==> src/design/ssl_pkg.sv <==
// Shared types and codes for the stack signature lookup.
// No dependencies; used by every module of the block but ssl_ram.
package ssl_pkg;

    localparam int IDX_W   = 7;
    localparam int FRAME_W = 64;
    localparam int MTDATA_W = 16;

    typedef enum logic [1:0] {
        MODE_LOAD  = 2'd0,
        MODE_QUERY = 2'd1,
        MODE_CLEAR = 2'd2,
        MODE_NONE  = 2'd3
    } t_mode;

    typedef enum logic [1:0] {
        KIND_LOAD  = 2'd0,
        KIND_QUERY = 2'd1,
        KIND_CLEAR = 2'd2
    } t_kind;

    typedef enum logic [1:0] {
        ERR_NONE = 2'd0,
        ERR_FULL = 2'd1,
        ERR_DEEP = 2'd2
    } t_err;

    typedef enum logic [1:0] {
        S_IDLE,
        S_SWEEP,
        S_POST
    } t_state;

    typedef struct packed {
        logic start;
        logic last;
    } t_sweep_ctl;

    typedef struct packed {
        logic done;
        logic hit;
    } t_sweep_stat;

    typedef struct packed {
        t_kind              kind;
        logic               found;
        logic [IDX_W-1:0]   index;
        t_err               error;
    } t_result;

endpackage

==> src/design/ssl_sweep.sv <==
// Entry scan for one query beat: reads every stored entry at the frame's
// position, updates its match bit and tracks the lowest full match.
// Depends on ssl_pkg.
module ssl_sweep #(
    parameter int ENTRIES = 128,
    parameter int DEPTH   = 64
) (
    input  logic                               i_clk,
    input  logic                               i_rst_n,
    input  ssl_pkg::t_sweep_ctl                i_ctl,
    input  logic [$clog2(DEPTH+1)-1:0]         i_pos,
    input  logic [ssl_pkg::FRAME_W-1:0]        i_frame,
    input  logic [$clog2(ENTRIES+1)-1:0]       i_count,
    output ssl_pkg::t_sweep_stat               o_stat,
    output logic [$clog2(ENTRIES)-1:0]         o_where,
    output logic [$clog2(ENTRIES*DEPTH)-1:0]   o_fs_raddr,
    input  logic [ssl_pkg::FRAME_W-1:0]        i_fs_rdata,
    output logic [$clog2(ENTRIES)-1:0]         o_em_raddr,
    input  logic [$clog2(DEPTH+1):0]           i_em_rdata,
    output logic                               o_em_we,
    output logic [$clog2(ENTRIES)-1:0]         o_em_waddr,
    output logic [$clog2(DEPTH+1):0]           o_em_wdata
);
    import ssl_pkg::*;

    localparam int EW = $clog2(ENTRIES);
    localparam int CW = $clog2(ENTRIES+1);
    localparam int PW = $clog2(DEPTH+1);
    localparam int AW = $clog2(ENTRIES*DEPTH);

    logic               r_busy;
    logic [EW-1:0]      r_e;
    logic [AW-1:0]      r_base;
    logic               r_rd_v;
    logic [EW-1:0]      r_rd_e;
    logic [PW-1:0]      r_p;
    logic [FRAME_W-1:0] r_frame;
    logic               r_last;
    logic               r_hit;
    logic [EW-1:0]      r_where;

    logic [PW:0]   p1;
    logic [PW:0]   dext;
    logic          old_match;
    logic          mismatch;
    logic          new_match;
    logic          hit_now;

    always_comb begin
        p1        = {1'b0, r_p} + (PW+1)'(1);
        dext      = {1'b0, i_em_rdata[PW-1:0]};
        old_match = (r_p == '0) ? 1'b1 : i_em_rdata[PW];
        mismatch  = (r_p != '0) && (p1 < dext) && (i_fs_rdata != r_frame);
        new_match = old_match && !mismatch;
        hit_now   = r_rd_v && r_last && new_match && (dext == p1) && !r_hit;
    end

    always_ff @(posedge i_clk) begin
        if (!i_rst_n) begin
            r_busy <= 1'b0;
            r_rd_v <= 1'b0;
            r_hit  <= 1'b0;
        end else begin
            r_rd_v <= r_busy;
            if (i_ctl.start) begin
                r_busy <= 1'b1;
                r_hit  <= 1'b0;
            end else if (r_busy && (CW'(r_e) + CW'(1) == i_count)) begin
                r_busy <= 1'b0;
            end
            if (hit_now) begin
                r_hit <= 1'b1;
            end
        end
    end

    always_ff @(posedge i_clk) begin
        r_rd_e <= r_e;
        if (i_ctl.start) begin
            r_e     <= '0;
            r_base  <= '0;
            r_p     <= i_pos;
            r_frame <= i_frame;
            r_last  <= i_ctl.last;
            r_where <= '0;
        end else if (r_busy) begin
            r_e    <= r_e + EW'(1);
            r_base <= r_base + AW'(DEPTH);
        end
        if (hit_now) begin
            r_where <= r_rd_e;
        end
    end

    assign o_fs_raddr  = r_base + AW'(r_p);
    assign o_em_raddr  = r_e;
    assign o_em_we     = r_rd_v;
    assign o_em_waddr  = r_rd_e;
    assign o_em_wdata  = {new_match, i_em_rdata[PW-1:0]};
    assign o_stat      = '{done: r_rd_v && !r_busy, hit: r_hit || hit_now};
    assign o_where     = hit_now ? r_rd_e : r_where;

endmodule

==> config.mk <==
export PLATFORM = sky130hd
export DESIGN_NAME = ssl_sweep
export DESIGN_NICKNAME = d
export VERILOG_FILES = /design/src/design/ssl_pkg.sv /design/src/design/ssl_sweep.sv
export SDC_FILE = /design/constraint.sdc
export NUM_CORES = 1
export LEC_CHECK = 0
export ABC_AREA = 1
export ABC_CLOCK_PERIOD_IN_PS = 8500
export BUFFER_PORTS_ARGS = -buffer_cell sky130_fd_sc_hd__buf_2
export CAP_MARGIN = 20
export CORE_MARGIN = 2
export CORE_UTILIZATION = 33
export CTS_CLUSTER_SIZE = 28
export DETAILED_ROUTE_END_ITERATION = 6
export PLACE_DENSITY_LB_ADDON = 0.3
export SYNTH_ARGS = -nofsm -noshare
export SYNTH_HDL_FRONTEND = slang
export SYNTH_SLANG_ARGS = --single-unit
==> constraint.sdc <==
create_clock -name i_clk -period 8.5 [get_ports i_clk]
set_input_delay 2.55 -clock i_clk [delete_from_list [all_inputs] [get_ports i_clk]]
set_output_delay 2.55 -clock i_clk [all_outputs]
set_load 0.05 [all_outputs]
==> summary by stage <==
Yosys
The post-synthesis average cell area is 8.358 µm². The number of library cell types mapped by synthesis is 26. Sorting the synthesized cells by area gives the leading types as sky130_fd_sc_hd__edfxtp_1 44%, sky130_fd_sc_hd__nand2_1 13%, sky130_fd_sc_hd__dfxtp_1 9.0%. The cell count after synthesis is 640. During synthesis, Yosys emitted a total of 0 warnings. The post-synth design cell area is 5349 µm².

In this run, synthesis produced a sequential element count of 103. The net count after synthesis is 808. The leading area contributor after synthesis is sky130_fd_sc_hd__edfxtp_1. The fraction of synthesized cell area taken by the top area cell type is 44.35%. After synthesis, flip-flops and latches occupy 53.33% of the total area.

CTS
The clock slew at the register clock pins of the worst setup and hold paths is 0.07 ns. Clock tree synthesis found a total of 103 sinks. The number of buffers inserted by post-CTS setup repair is 0. The cts-stage hold buffer count is 0. The maximum buffer depth of the clock tree is 2. The clock tree from TritonCTS is built. The clock reaches the later pin of the worst-skew pair after 0.35 ns.

The tree is rooted in a sky130_fd_sc_hd__clkbuf_16. The CTS buffer count is 9. The CTS H-tree depth is 3.

The count of cells resized by post-cts repair is 0.

Critical path
The kind of start point of the critical path is an input port. Data on the critical path arrives at its endpoint at 4.48 ns. The most numerous cell on the critical path is sky130_fd_sc_hd__nand2_1. The worst setup path is of the in -> out kind.

The worst setup path is captured at a primary output. For this design, the slowest cell found on the critical path is sky130_fd_sc_hd__nand4_1. Along the worst path, the maximum fanout reaches 9. In this design, the stage delay of the slowest critical-path cell is 0.36 ns. The signal on the critical path passes through buf_2 > inv_1 > ha_1 > nand2_1 > or2_2 > nor2_2 > nand4_1 > nand2_1 > nand2_1 > buf_2. Data on the critical path is required at its endpoint by 5.95 ns. The depth of the most critical reg-to-reg path is 9.

Timing
The maximum clock frequency is 142.3 MHz. The portion of the clock cycle consumed by the worst path in the final layout is 82.69%. The normalized max-slew margin is 55.15%. Setup repair after global routing left no endpoint under its margin. The clock period could shrink to 7.029 ns.

The count of final max-slew check failures is 0. The slew at the pin closest to its max-slew limit is 0.6718 ns. On the final layout, the worst clock skew is 0.008381 ns.

The least setup slack across all paths after layout is 1.471 ns. Adding up every negative setup slack in the final design gives 0 ns. The final setup violation count is 0. The final number of hold-violating endpoints is 0.

Place
The number of buffer cells added on primary ports is 199. The weighted congestion reported at the end of routability-driven placement is 0.8104. The placed instances occupy a cell area of 6505 µm². The final HPWL from detailed placement is 9570 µm.

The worst slack at placement is 1.468 ns.

GRT
The first global-routing pass estimated 20650 µm of wire. The total routing usage reported by global routing is 14.89%. The number of antenna violations at the first check in global routing was 1. Entering global routing, the biggest net connects 45 pins. The via count of the first global-routing pass was 4297. For this run the aggregate overflow at the end of global routing stands at 0.

Layout
The area growth from synthesis to layout is 27.46%. The finished cells cover 6818 µm². The number of nets in the finished design is 1001.

Leaving out fill and tap cells, the most frequent cells in the layout are 198 x sky130_fd_sc_hd__buf_2, 180 x sky130_fd_sc_hd__nand2_1, 123 x sky130_fd_sc_hd__inv_1. Cells fill 42.92% of the core in the end. The post-route netlist has 26.97% of its cells at a drive strength greater than 1.

The leading cell type in the layout, fill and taps excluded is sky130_fd_sc_hd__buf_2.

Routing
Before antenna repair, the detailed router went through 5 iterations. Once detail routing completed, the nets flagged for antenna violations numbered 0. After detailed routing, the number of vias per cell comes to 4.245. The detailed-route DRC error count is 0. In this run, the number of DRC markers left after iteration 0 of detailed routing was 186. The average wire per cell in the routed design is 11.75 µm.

Wires add up to 12400 µm. The via count of the routed design is 4479.

Floorplanning
The number of placement rows is 46. The starting utilization of the core area is 33.67%. The die height is 131.3 µm. The floorplan step defined a die boundary enclosing 17240 µm².

The horizontal die dimension is 131.3 µm. The count of boundary I/O pins is 200. The total area inside the core boundary comes to 15890 µm².

Run status
The flow ran to the end, and the final reports show no timing, DRC or antenna violations.

Worst hold path
The type of the worst min-delay path is reg -> reg. The worst hold path passes through 0 cells.

Power and ir drop
The power after layout is 1.258 mW. IR analysis of the VDD net gives a maximum drop of 0.0001219 V. Dividing total power by cell area gives a power density of 184.6 nW/µm². The analysis attributes to cell leakage a power of 3.540 nW.

Job
The total of max-cap violations is 0.
==> path summary, 6_finish.rpt <==
path	startpoint	end	slack, ns
min	o_em_raddr[1]	o_em_waddr[1]	0.43
min reg2reg	o_em_raddr[1]	o_em_waddr[1]	0.43
max	i_em_rdata[3]	o_where[1]	1.47
max reg2reg	r_p[0]	r_where[5]	5.60
==> registers in the layout, summed over array words and instances, names as in the netlist <==
signal / cells
r_last: 1
r_busy: 1
o_em_we: 1
r_where: 7
r_p: 7
o_em_waddr: 7
r_base: 7
o_em_raddr: 7
r_hit: 1
r_frame: 64
==> worst max-delay path: cells and delay by family <==
kind                     cells  cell delay [ns]
adder cells (fa/ha/maj)      1             0.28
buffers and inverters        3             0.33
AND/OR/NAND/NOR              6             1.32
==> layout make-up <==
cell class / count / area [µm²]
fill: 1606 / 9067
sequential: 103 / 2853
multi-input combinational: 396 / 1914
timing repair buffer: 200 / 1006
inverter: 123 / 461.7
tap: 216 / 270.3
clock buffer: 12 / 256.5
clock inverter: 4 / 53.80
antenna: 1 / 2.502
==> routing by layer <==
metal	wire [µm]	global-route usage, %	vias to the layer above
met5	79	3.509	-
met4	244	5.556	2
met3	960	4.128	17
met2	5527	24.42	164
met1	5583	18.50	1945
li1	-	-	2351
==> where the power goes <==
| group | switching (mW) | internal, mW |
|---|---|---|
| combinational | 0.134 | 0.0775 |
| sequential | 0.0288 | 0.583 |
| clock | 0.189 | 0.246 |
| total | 0.352 | 0.907 |
==> synth_stat cells (all sizes together) <==
cell     number
nand2       180
clkbuf        4
or2           1
inv         123
ha           13
buf          14
nor3          3
o211ai        1
nand3b        4
xor2         24
nor2        110
nor4          1
nor3b         1
o2111ai       1
o21a          1
o21ai        14
a21oi        12
edfxtp       79
nand4        12
dfxtp        24
o21bai        1
nand3        11
xnor2         6
==> through the flow <==
step | std cells | hold WS (ns)
6_report | 1055 | 0.4336
5_1_grt | 1055 | 0.4481
4_1_cts | 1054 | 0.4363
3_5_place_dp | 1038 | 0.4259
3_3_place_gp | 1038 | 0.4178
2_1_floorplan | 640 | 0.4612
==> logic make-up after synthesis <==
kind of cell | share of synthesized area [%]
AND/OR/NAND/NOR | 24.61
buffers and inverters | 10.88
flip-flops | 53.33
AO/OA/AOI/OAI | 3.228
XOR/XNOR | 4.912
adder cells (fa/ha/maj) | 3.041
Power figures use the tool's default switching activity.
